### config.mk
export PLATFORM = sky130hd
export DESIGN_NAME = task_delay_scheduler
export DESIGN_NICKNAME = d
export VERILOG_FILES = /design/src/tds_pkg.sv /design/src/task_delay_scheduler.sv /design/src/tds_delay_ram.sv /design/src/tds_dispatch.sv
export SDC_FILE = /design/constraint.sdc
export NUM_CORES = 1
export LEC_CHECK = 0
export BUFFER_PORTS_ARGS = -buffer_cell sky130_fd_sc_hd__buf_2
export CORE_AREA = 3 3 180 182
export CTS_BUF_LIST = sky130_fd_sc_hd__clkbuf_4 sky130_fd_sc_hd__clkbuf_8 sky130_fd_sc_hd__clkbuf_16
export CTS_CLUSTER_DIAMETER = 120
export DETAILED_ROUTE_END_ITERATION = 6
export DIE_AREA = 0 0 183 185
export PLACE_DENSITY_LB_ADDON = 0.08
export SKIP_CTS_REPAIR_TIMING = 1
export SLEW_MARGIN = 20
export SYNTH_ARGS = -nofsm -noshare
export SYNTH_HDL_FRONTEND = slang
export SYNTH_HIERARCHICAL = 1
export SYNTH_SLANG_ARGS = --single-unit
### constraint.sdc
create_clock -name clk -period 8.05 [get_ports clk]
set_input_delay 0.4025 -clock clk [delete_from_list [all_inputs] [get_ports clk]]
set_output_delay 0.4025 -clock clk [all_outputs]
set_load 0.005 [all_outputs]
### src/tds_pkg.sv
`timescale 1ns / 1ps
`default_nettype none
// ----------------------------------------------------------------------------
// tds_pkg
// Shared sizes, item codes and payload types of the task delay scheduler.
// ----------------------------------------------------------------------------
package tds_pkg;

  localparam int MAX_SLOTS = 8;

  // Field widths fixed by the item format.
  localparam int KIND_W  = 2;
  localparam int TASK_W  = 3;
  localparam int TICKS_W = 32;
  localparam int MASK_W  = 8;
  localparam int CFG_W   = 4;

  // Widths that follow from the number of slots.
  localparam int SLOT_W   = (MAX_SLOTS > 1) ? $clog2(MAX_SLOTS) : 1;
  localparam int CNT_W    = $clog2(MAX_SLOTS + 1);
  localparam int CNT1_W   = CNT_W + 1;
  localparam int CMP_W    = (CNT_W > TASK_W) ? CNT_W : TASK_W;
  localparam int CFG_CMP_W = (CNT1_W > CFG_W) ? CNT1_W : CFG_W;

  localparam logic [KIND_W-1:0] KIND_TICK     = 2'd0;
  localparam logic [KIND_W-1:0] KIND_DELAY    = 2'd1;
  localparam logic [KIND_W-1:0] KIND_DISPATCH = 2'd2;

  typedef struct packed {
    logic [KIND_W-1:0]  kind;
    logic [TASK_W-1:0]  task_index;
    logic [TICKS_W-1:0] wait_ticks;
  } in_item_t;

  typedef struct packed {
    logic [MASK_W-1:0]  ready_mask;
    logic [TICKS_W-1:0] tick_count;
    logic               granted;
    logic [TASK_W-1:0]  granted_task;
  } out_item_t;

  typedef struct packed {
    logic              hit;
    logic [SLOT_W-1:0] idx;
  } grant_t;

endpackage
`default_nettype wire

### src/task_delay_scheduler.sv
`timescale 1ns / 1ps
`default_nettype none
// ----------------------------------------------------------------------------
// task_delay_scheduler
// Per-task delay counters with tick countdown and round-robin dispatch.
// ----------------------------------------------------------------------------
// Usage:
// Items arrive on in_valid/in_ready/in_data; each one yields exactly one
// result on out_valid/out_ready/out_data. cfg_we/cfg_wdata set the number of
// live tasks; write it only while the block is idle. Slots at or above the
// new count are made ready again.
// The block works on one item at a time. A delay, dispatch or unused item
// goes to the done state, which loads the output register and raises
// out_valid. A tick walks the delay counter memory one slot per cycle, read
// and write-back overlapped, and goes to the done state once the last
// write-back is done, or with no live task without reading any slot. in_ready
// returns in the cycle the result is loaded, so a new item is taken only
// after the result of the last one is in the output register.
// The result sits in an output register: while the receiver stalls the
// block finishes its current item and then holds in_ready low until the
// register frees up.
// Reset (rst, synchronous) marks every task ready, zeroes the tick count and
// scan position, and sets the live count to zero. The counter memory needs no
// clearing; a counter is only used while its task is delayed.
// ----------------------------------------------------------------------------
module task_delay_scheduler (
  input  wire logic                      clk,
  input  wire logic                      rst,
  input  wire logic                      in_valid,
  output logic                           in_ready,
  input  wire tds_pkg::in_item_t         in_data,
  output logic                           out_valid,
  input  wire logic                      out_ready,
  output tds_pkg::out_item_t             out_data,
  input  wire logic                      cfg_we,
  input  wire logic [tds_pkg::CFG_W-1:0] cfg_wdata
);

  typedef enum logic [1:0] {
    ST_IDLE,
    ST_TICK,
    ST_DONE
  } state_t;

  state_t                         state;
  logic [tds_pkg::MAX_SLOTS-1:0]  delayed;
  logic [tds_pkg::CNT_W-1:0]      live_n;
  logic [tds_pkg::SLOT_W-1:0]     scan_pos;
  logic [tds_pkg::TICKS_W-1:0]    tick_counter;
  logic                           granted;
  logic [tds_pkg::TASK_W-1:0]     granted_task;
  logic [tds_pkg::CNT_W-1:0]      rd_idx;
  logic                           pend;
  logic [tds_pkg::SLOT_W-1:0]     pend_idx;

  logic                           in_fire;
  logic                           delay_ok;
  logic                           dec_hit;
  logic                           mem_we;
  logic [tds_pkg::SLOT_W-1:0]     mem_waddr;
  logic [tds_pkg::TICKS_W-1:0]    mem_wdata;
  logic [tds_pkg::TICKS_W-1:0]    mem_rdata;
  logic [tds_pkg::TICKS_W-1:0]    dec_value;
  logic [tds_pkg::MAX_SLOTS-1:0]  live_mask;
  logic [tds_pkg::CNT_W-1:0]      cfg_live;
  logic [tds_pkg::SLOT_W-1:0]     scan_next;
  tds_pkg::grant_t                grant;

  assign in_ready = (state == ST_IDLE);
  assign in_fire  = in_valid && in_ready;
  assign delay_ok = (tds_pkg::CMP_W'(in_data.task_index) < tds_pkg::CMP_W'(live_n));

  // Slot under write-back during a tick walk.
  assign dec_value = mem_rdata - tds_pkg::TICKS_W'(1);
  assign dec_hit   = (state == ST_TICK) && pend && delayed[pend_idx] && (mem_rdata != '0);

  always_comb begin
    mem_we    = 1'b0;
    mem_waddr = pend_idx;
    mem_wdata = dec_value;
    if (dec_hit) begin
      mem_we = 1'b1;
    end else if (in_fire && (in_data.kind == tds_pkg::KIND_DELAY) && delay_ok) begin
      mem_we    = 1'b1;
      mem_waddr = in_data.task_index[tds_pkg::SLOT_W-1:0];
      mem_wdata = in_data.wait_ticks;
    end
  end

  always_comb begin
    for (int i = 0; i < tds_pkg::MAX_SLOTS; i++) begin
      live_mask[i] = (tds_pkg::CNT_W'(i) < live_n);
    end
  end

  assign cfg_live = (tds_pkg::CFG_CMP_W'(cfg_wdata) > tds_pkg::CFG_CMP_W'(tds_pkg::MAX_SLOTS)) ?
                    tds_pkg::CNT_W'(tds_pkg::MAX_SLOTS) : tds_pkg::CNT_W'(cfg_wdata);

  assign scan_next = (tds_pkg::CNT_W'(grant.idx) + tds_pkg::CNT_W'(1) == live_n) ?
                     '0 : tds_pkg::SLOT_W'(tds_pkg::CNT_W'(grant.idx) + tds_pkg::CNT_W'(1));

  tds_delay_ram u_ram (
    .clk   (clk),
    .we    (mem_we),
    .waddr (mem_waddr),
    .wdata (mem_wdata),
    .raddr (rd_idx[tds_pkg::SLOT_W-1:0]),
    .rdata (mem_rdata)
  );

  tds_dispatch u_dispatch (
    .delayed  (delayed),
    .live_n   (live_n),
    .scan_pos (scan_pos),
    .grant    (grant)
  );

  always_ff @(posedge clk) begin
    if (rst) begin
      state        <= ST_IDLE;
      delayed      <= '0;
      live_n       <= '0;
      scan_pos     <= '0;
      tick_counter <= '0;
      granted      <= 1'b0;
      granted_task <= '0;
      rd_idx       <= '0;
      pend         <= 1'b0;
      pend_idx     <= '0;
      out_valid    <= 1'b0;
    end else begin
      // The done state reloads the output register itself.
      if (out_valid && out_ready && (state != ST_DONE)) begin
        out_valid <= 1'b0;
      end

      if (cfg_we) begin
        live_n <= cfg_live;
        for (int i = 0; i < tds_pkg::MAX_SLOTS; i++) begin
          if (tds_pkg::CNT_W'(i) >= cfg_live) begin
            delayed[i] <= 1'b0;
          end
        end
      end

      case (state)
        ST_IDLE: begin
          if (in_fire) begin
            granted      <= (in_data.kind == tds_pkg::KIND_DISPATCH) && grant.hit;
            granted_task <= ((in_data.kind == tds_pkg::KIND_DISPATCH) && grant.hit) ?
                            tds_pkg::TASK_W'(grant.idx) : '0;
            rd_idx       <= '0;
            pend         <= 1'b0;
            state        <= (in_data.kind == tds_pkg::KIND_TICK) ? ST_TICK : ST_DONE;
            case (in_data.kind)
              tds_pkg::KIND_TICK: begin
                tick_counter <= tick_counter + tds_pkg::TICKS_W'(1);
              end
              tds_pkg::KIND_DELAY: begin
                if (delay_ok) begin
                  delayed[in_data.task_index[tds_pkg::SLOT_W-1:0]] <= 1'b1;
                end
              end
              tds_pkg::KIND_DISPATCH: begin
                if (grant.hit) begin
                  scan_pos <= scan_next;
                end
              end
              default: begin
              end
            endcase
          end
        end
        ST_TICK: begin
          // Read of slot rd_idx overlaps the write-back of slot pend_idx.
          if (rd_idx < live_n) begin
            rd_idx   <= rd_idx + tds_pkg::CNT_W'(1);
            pend     <= 1'b1;
            pend_idx <= rd_idx[tds_pkg::SLOT_W-1:0];
          end else begin
            pend <= 1'b0;
          end
          if (dec_hit && (dec_value == '0)) begin
            delayed[pend_idx] <= 1'b0;
          end
          if ((rd_idx == live_n) && !pend) begin
            state <= ST_DONE;
          end
        end
        ST_DONE: begin
          if (!out_valid || out_ready) begin
            out_data.ready_mask   <= tds_pkg::MASK_W'(~delayed & live_mask);
            out_data.tick_count   <= tick_counter;
            out_data.granted      <= granted;
            out_data.granted_task <= granted_task;
            out_valid             <= 1'b1;
            state                 <= ST_IDLE;
          end
        end
        default: begin
          state <= ST_IDLE;
        end
      endcase
    end
  end

  // A new transfer always takes the block out of the idle state.
  a_busy_after_accept: assert property (@(posedge clk) disable iff (rst)
    in_fire |=> !in_ready)
    else $error("in_ready stayed high after a transfer");

  // Counter writes never touch a slot outside the live range.
  a_write_in_range: assert property (@(posedge clk) disable iff (rst)
    mem_we |-> (tds_pkg::CNT_W'(mem_waddr) < live_n))
    else $error("delay counter written outside the live slots");

  // The tick walk never runs past the live count.
  a_walk_bound: assert property (@(posedge clk) disable iff (rst)
    (state == ST_TICK) |-> (rd_idx <= live_n))
    else $error("tick walk index beyond live count");

  // A granted task is reported ready in the same result.
  a_grant_ready: assert property (@(posedge clk) disable iff (rst)
    (out_valid && out_data.granted) |-> out_data.ready_mask[out_data.granted_task])
    else $error("granted task not shown ready");

  // A slot cleared by a live count write is not delayed afterwards.
  a_dead_slots_ready: assert property (@(posedge clk) disable iff (rst)
    (state == ST_IDLE) |-> ((delayed & ~live_mask) == '0))
    else $error("slot outside the live range is still delayed");

endmodule
`default_nettype wire

### src/tds_delay_ram.sv
`timescale 1ns / 1ps
`default_nettype none
// ----------------------------------------------------------------------------
// tds_delay_ram
// Per-slot delay counters: one write port, one read port, registered read.
// ----------------------------------------------------------------------------
module tds_delay_ram (
  input  wire logic                       clk,
  input  wire logic                       we,
  input  wire logic [tds_pkg::SLOT_W-1:0] waddr,
  input  wire logic [tds_pkg::TICKS_W-1:0] wdata,
  input  wire logic [tds_pkg::SLOT_W-1:0] raddr,
  output logic      [tds_pkg::TICKS_W-1:0] rdata
);

  logic [tds_pkg::TICKS_W-1:0] mem [tds_pkg::MAX_SLOTS];

  always_ff @(posedge clk) begin
    if (we) begin
      mem[waddr] <= wdata;
    end
    rdata <= mem[raddr];
  end

endmodule
`default_nettype wire

### src/tds_dispatch.sv
`timescale 1ns / 1ps
`default_nettype none
// ----------------------------------------------------------------------------
// tds_dispatch
// Round-robin picker: first ready live slot at or after the scan position.
// ----------------------------------------------------------------------------
module tds_dispatch (
  input  wire logic [tds_pkg::MAX_SLOTS-1:0] delayed,
  input  wire logic [tds_pkg::CNT_W-1:0]     live_n,
  input  wire logic [tds_pkg::SLOT_W-1:0]    scan_pos,
  output tds_pkg::grant_t                    grant
);

  logic [tds_pkg::CNT_W-1:0]  start;
  logic [tds_pkg::CNT1_W-1:0] cand;

  always_comb begin
    start = (tds_pkg::CNT_W'(scan_pos) < live_n) ? tds_pkg::CNT_W'(scan_pos) : '0;
    grant = '0;
    cand  = '0;
    // Walk downward so that the smallest offset from the start wins.
    for (int i = tds_pkg::MAX_SLOTS - 1; i >= 0; i--) begin
      if (tds_pkg::CNT_W'(i) < live_n) begin
        cand = tds_pkg::CNT1_W'(start) + tds_pkg::CNT1_W'(i);
        if (cand >= tds_pkg::CNT1_W'(live_n)) begin
          cand = cand - tds_pkg::CNT1_W'(live_n);
        end
        if (!delayed[cand[tds_pkg::SLOT_W-1:0]]) begin
          grant.hit = 1'b1;
          grant.idx = cand[tds_pkg::SLOT_W-1:0];
        end
      end
    end
  end

endmodule
`default_nettype wire

==> results.yml <==
outcome:
  result_of_the_run: "finished clean"
yosys:
  synthesis.area_per_instance_um2: 13.2
  synthesis.area_um2: 18900
  netlist-cell-type-count: 98
  post_synth_main_area_contributors: "edfxtp_1, dfxtp_1, mux4_1, mux4_2, nor2_1"
  post-synth-top-area-fraction_pct: 47.7
  synth-async-reset-ratio_pct: 0
  total_of_flip_flops_plus_latches_after_synthesis: 394
  synth_seq_area_share_pct: 57.7
  synth_warnings: 6
  syn_inst: 1434
  synth_top_flop_cell: "edfxtp_1"
  number_of_enable_type_register_cells_in_the_synthesized_netlist: 300
  netlist.top_cell.by_area: "edfxtp_1"
  synth_nets: 1522
global_routing:
  pin_count_of_the_biggest_net_entering_global_routing: 69
  globalRouteOverflowTotal: 0
  grt_pass1_vias: 11700
  antenna_found_initial: 1
  grt_util_all_layers_pct: 24.6
  grt_pass1_wl_um: 65100
pwr:
  power_density_nw_per_um2: 206
  ir_drop_mv: 0.241
  design_power_total_mw: 4.32
  static-leakage-power_nw: 7.06
setup_path:
  cp-end-kind: "flop"
  critPathKind: "flop to flop"
  critPathLaunchType: "flop"
  cp.arrival_ns: 7.06
  critical_path.max_fanout: 17
  r2r_setup_slack_ns: 1.37
  worst_ep_required_time_ns: 8.43
placed_design:
  port_buffer_count: 91
  dpl_cell_area_um2: 19700
  hpwl_um: 26100
  gp_congestion: 0.918
  numPlacedInstances: 1872
die:
  chipWidth_um: 183
  fp.dieH_um: 185
  core_area_um2: 30700
  design.die.area_um2: 33900
  initial_core_util_pct: 61.4
  ios: 92
  num_rows: 64
detailed_routing:
  drt-vias-per-instance: 6.27
  postRouteAntennaNets: 0
  drtIter0Drc: 1108
  num_vias: 12200
  post-route-drc-count: 0
  wirelength_um: 42000
  routedWlPerCell_um: 21.6
  dr.pass1.iters: 5
flow_run:
  count_of_max_cap_constraint_violations: 0
finish:
  finish.net_count: 1605
  final.fill_count: 2194
  most_common_cell_after_layout_fill_and_taps_aside: "edfxtp_1"
  syn_to_final_growth_pct: 11.0
  antenna_diode_count: 0
  finish.cell_count_without_fillers: 1942
  drive_gt1_share_pct: 19.5
  most-common-layout-cells: "edfxtp_1, nor2_1, nand2_1, dfxtp_1, buf_2"
  post-route-cell-area_um2: 20900
cts:
  clockBufferDepth: 3
  cts-root-buf: "clkbuf_16"
  cts_max_level: 2
  cts.sinks: 394
  clock_insertion_delay_worst_skew_ns: 0.53
  tritoncts: "built"
  clk_pin_slew_ns: 0.06
  tritoncts.num_buffers: 39
timing:
  maximum_frequency_from_static_timing_analysis_mhz: 150
  tightest_slew_ns: 0.947
  clock_skew_ns: 0.0136
  final-max-slew-violation-count: 0
  count_of_final_setup_violators: 0
  post-route-min-period_ns: 6.68
  finalHoldViolCount: 0
  fin_crit_sh_pct: 82.9
  final.hold.worst_slack_ns: 0.230
  timing.max_slew.rel_slack_pct: 36.5
  setup_total_negative_slack_ns: 0
  setup_repair_after_global_routing_missed_its_margin: "false"
worst_hold_path:
  worst_hold_path_type: "input pin to flop"
-- metal layers --
metal	vias up	part of all wire (%)	GRT usage, %
li1	5633	-	-
met1	6026	43	33.9
met2	454	49	42.4
met3	58	6.7	3.22
met4	2	1.4	5.27
met5	-	0.033	0
-- through the flow --
| step | setup slack (ns) | utilization (%) |
|---|---|---|
| 2_1_floorplan | 2.44 | - |
| 3_3_place_gp | 1.74 | 64.0 |
| 3_5_place_dp | 1.53 | 64.0 |
| 4_1_cts | 1.51 | 68.1 |
| 5_1_grt | 0.794 | 68.1 |
| 6_report | 1.37 | 68.1 |
-- power by group --
| group | switching, mW | internal [mW] | leakage (nW) |
|---|---|---|---|
| registers | 0.0176 | 2.20 | 3.49 |
| clock network | 0.740 | 1.04 | 0.641 |
| logic | 0.201 | 0.123 | 2.93 |
| total | 0.958 | 3.37 | 7.06 |
-- worst paths after layout --
check                                            start                  endpoint  cells after the start
worst min register to register    granted$_SDFFE_PP0P_     out_data[3]$_DFFE_PP_                      0
worst min-delay path                      cfg_wdata[0]    live_n[0]$_SDFFE_PP0P_                      3
worst max register to register  live_n[1]$_SDFFE_PP0P_  scan_pos[0]$_SDFFE_PP0P_                     26
worst max-delay path            live_n[1]$_SDFFE_PP0P_  scan_pos[0]$_SDFFE_PP0P_                     26
-- flip-flops by register name, indices dropped and copies added, names as in the netlist --
signal	flops
state	2
pend_idx	3
u_ram/mem	256
out_valid	1
live_n	4
tick_counter	32
granted_task	3
granted	1
pend	1
out_data	44
u_ram/rdata	32
rd_idx	4
scan_pos	3
delayed	8
-- critical path, cell delays in order, from the launching register on --
cell and delay (ns):
dfxtp_1 0.30, buf_4 0.24, inv_1 0.22, ha_1 0.39
nor2_1 0.07, o211ai_2 0.62, inv_2 0.30, ha_1 0.28
xnor2_1 0.23, inv_1 0.13, ha_1 0.31, o21ai_0 0.17
a21oi_1 0.05, nor2_1 0.27, mux2i_1 0.64, mux2i_1 0.18
mux2_2 0.32, a22oi_2 0.18, nand2b_1 0.14, mux2i_1 0.09
a41oi_1 0.41, ha_1 0.25, xor2_1 0.24, xnor2_1 0.15
nand3_1 0.13, a22oi_1 0.16, nor2_1 0.05
-- cells by family after synthesis --
logic type                 count (synthesis)  synth area share, %
muxes                                    142                 13.0
and+or+nand+nor                          445                 12.0
adders and majority gates                 42                 2.98
buffers and inverters                    111                 2.85
xor gates and xnor gates                  64                 3.07
AOI/OAI and AO/OA                        236                 8.43
DFF                                      394                 57.7
-- synth_stat cells, types with 8 or more instances --
cell / count
nand2b_1: 29
nand3_1: 34
mux2i_1: 32
nor3_1: 38
a31oi_1: 10
nand4_1: 14
o21ai_0: 43
a21o_1: 8
mux4_2: 25
a21oi_1: 83
inv_1: 39
xnor2_1: 32
clkbuf_1: 37
xor2_1: 31
mux2_2: 43
buf_2: 10
or3_1: 18
dfxtp_1: 94
buf_6: 13
nor4_1: 16
mux4_1: 40
edfxtp_1: 300
nor2b_1: 13
o31ai_1: 8
nor2_1: 130
ha_1: 37
nand2_1: 95
-- final cells by class --
cell class	count	area, um2	area share (%)
multi-input combinational	929	7520	35.9
sequential	394	10900	52.0
tap	396	495	2.37
timing repair buffer	111	606	2.89
clock buffer	52	1110	5.30
inverter	42	160	0.765
clock inverter	18	161	0.771
Power figures use the tool's default switching activity.
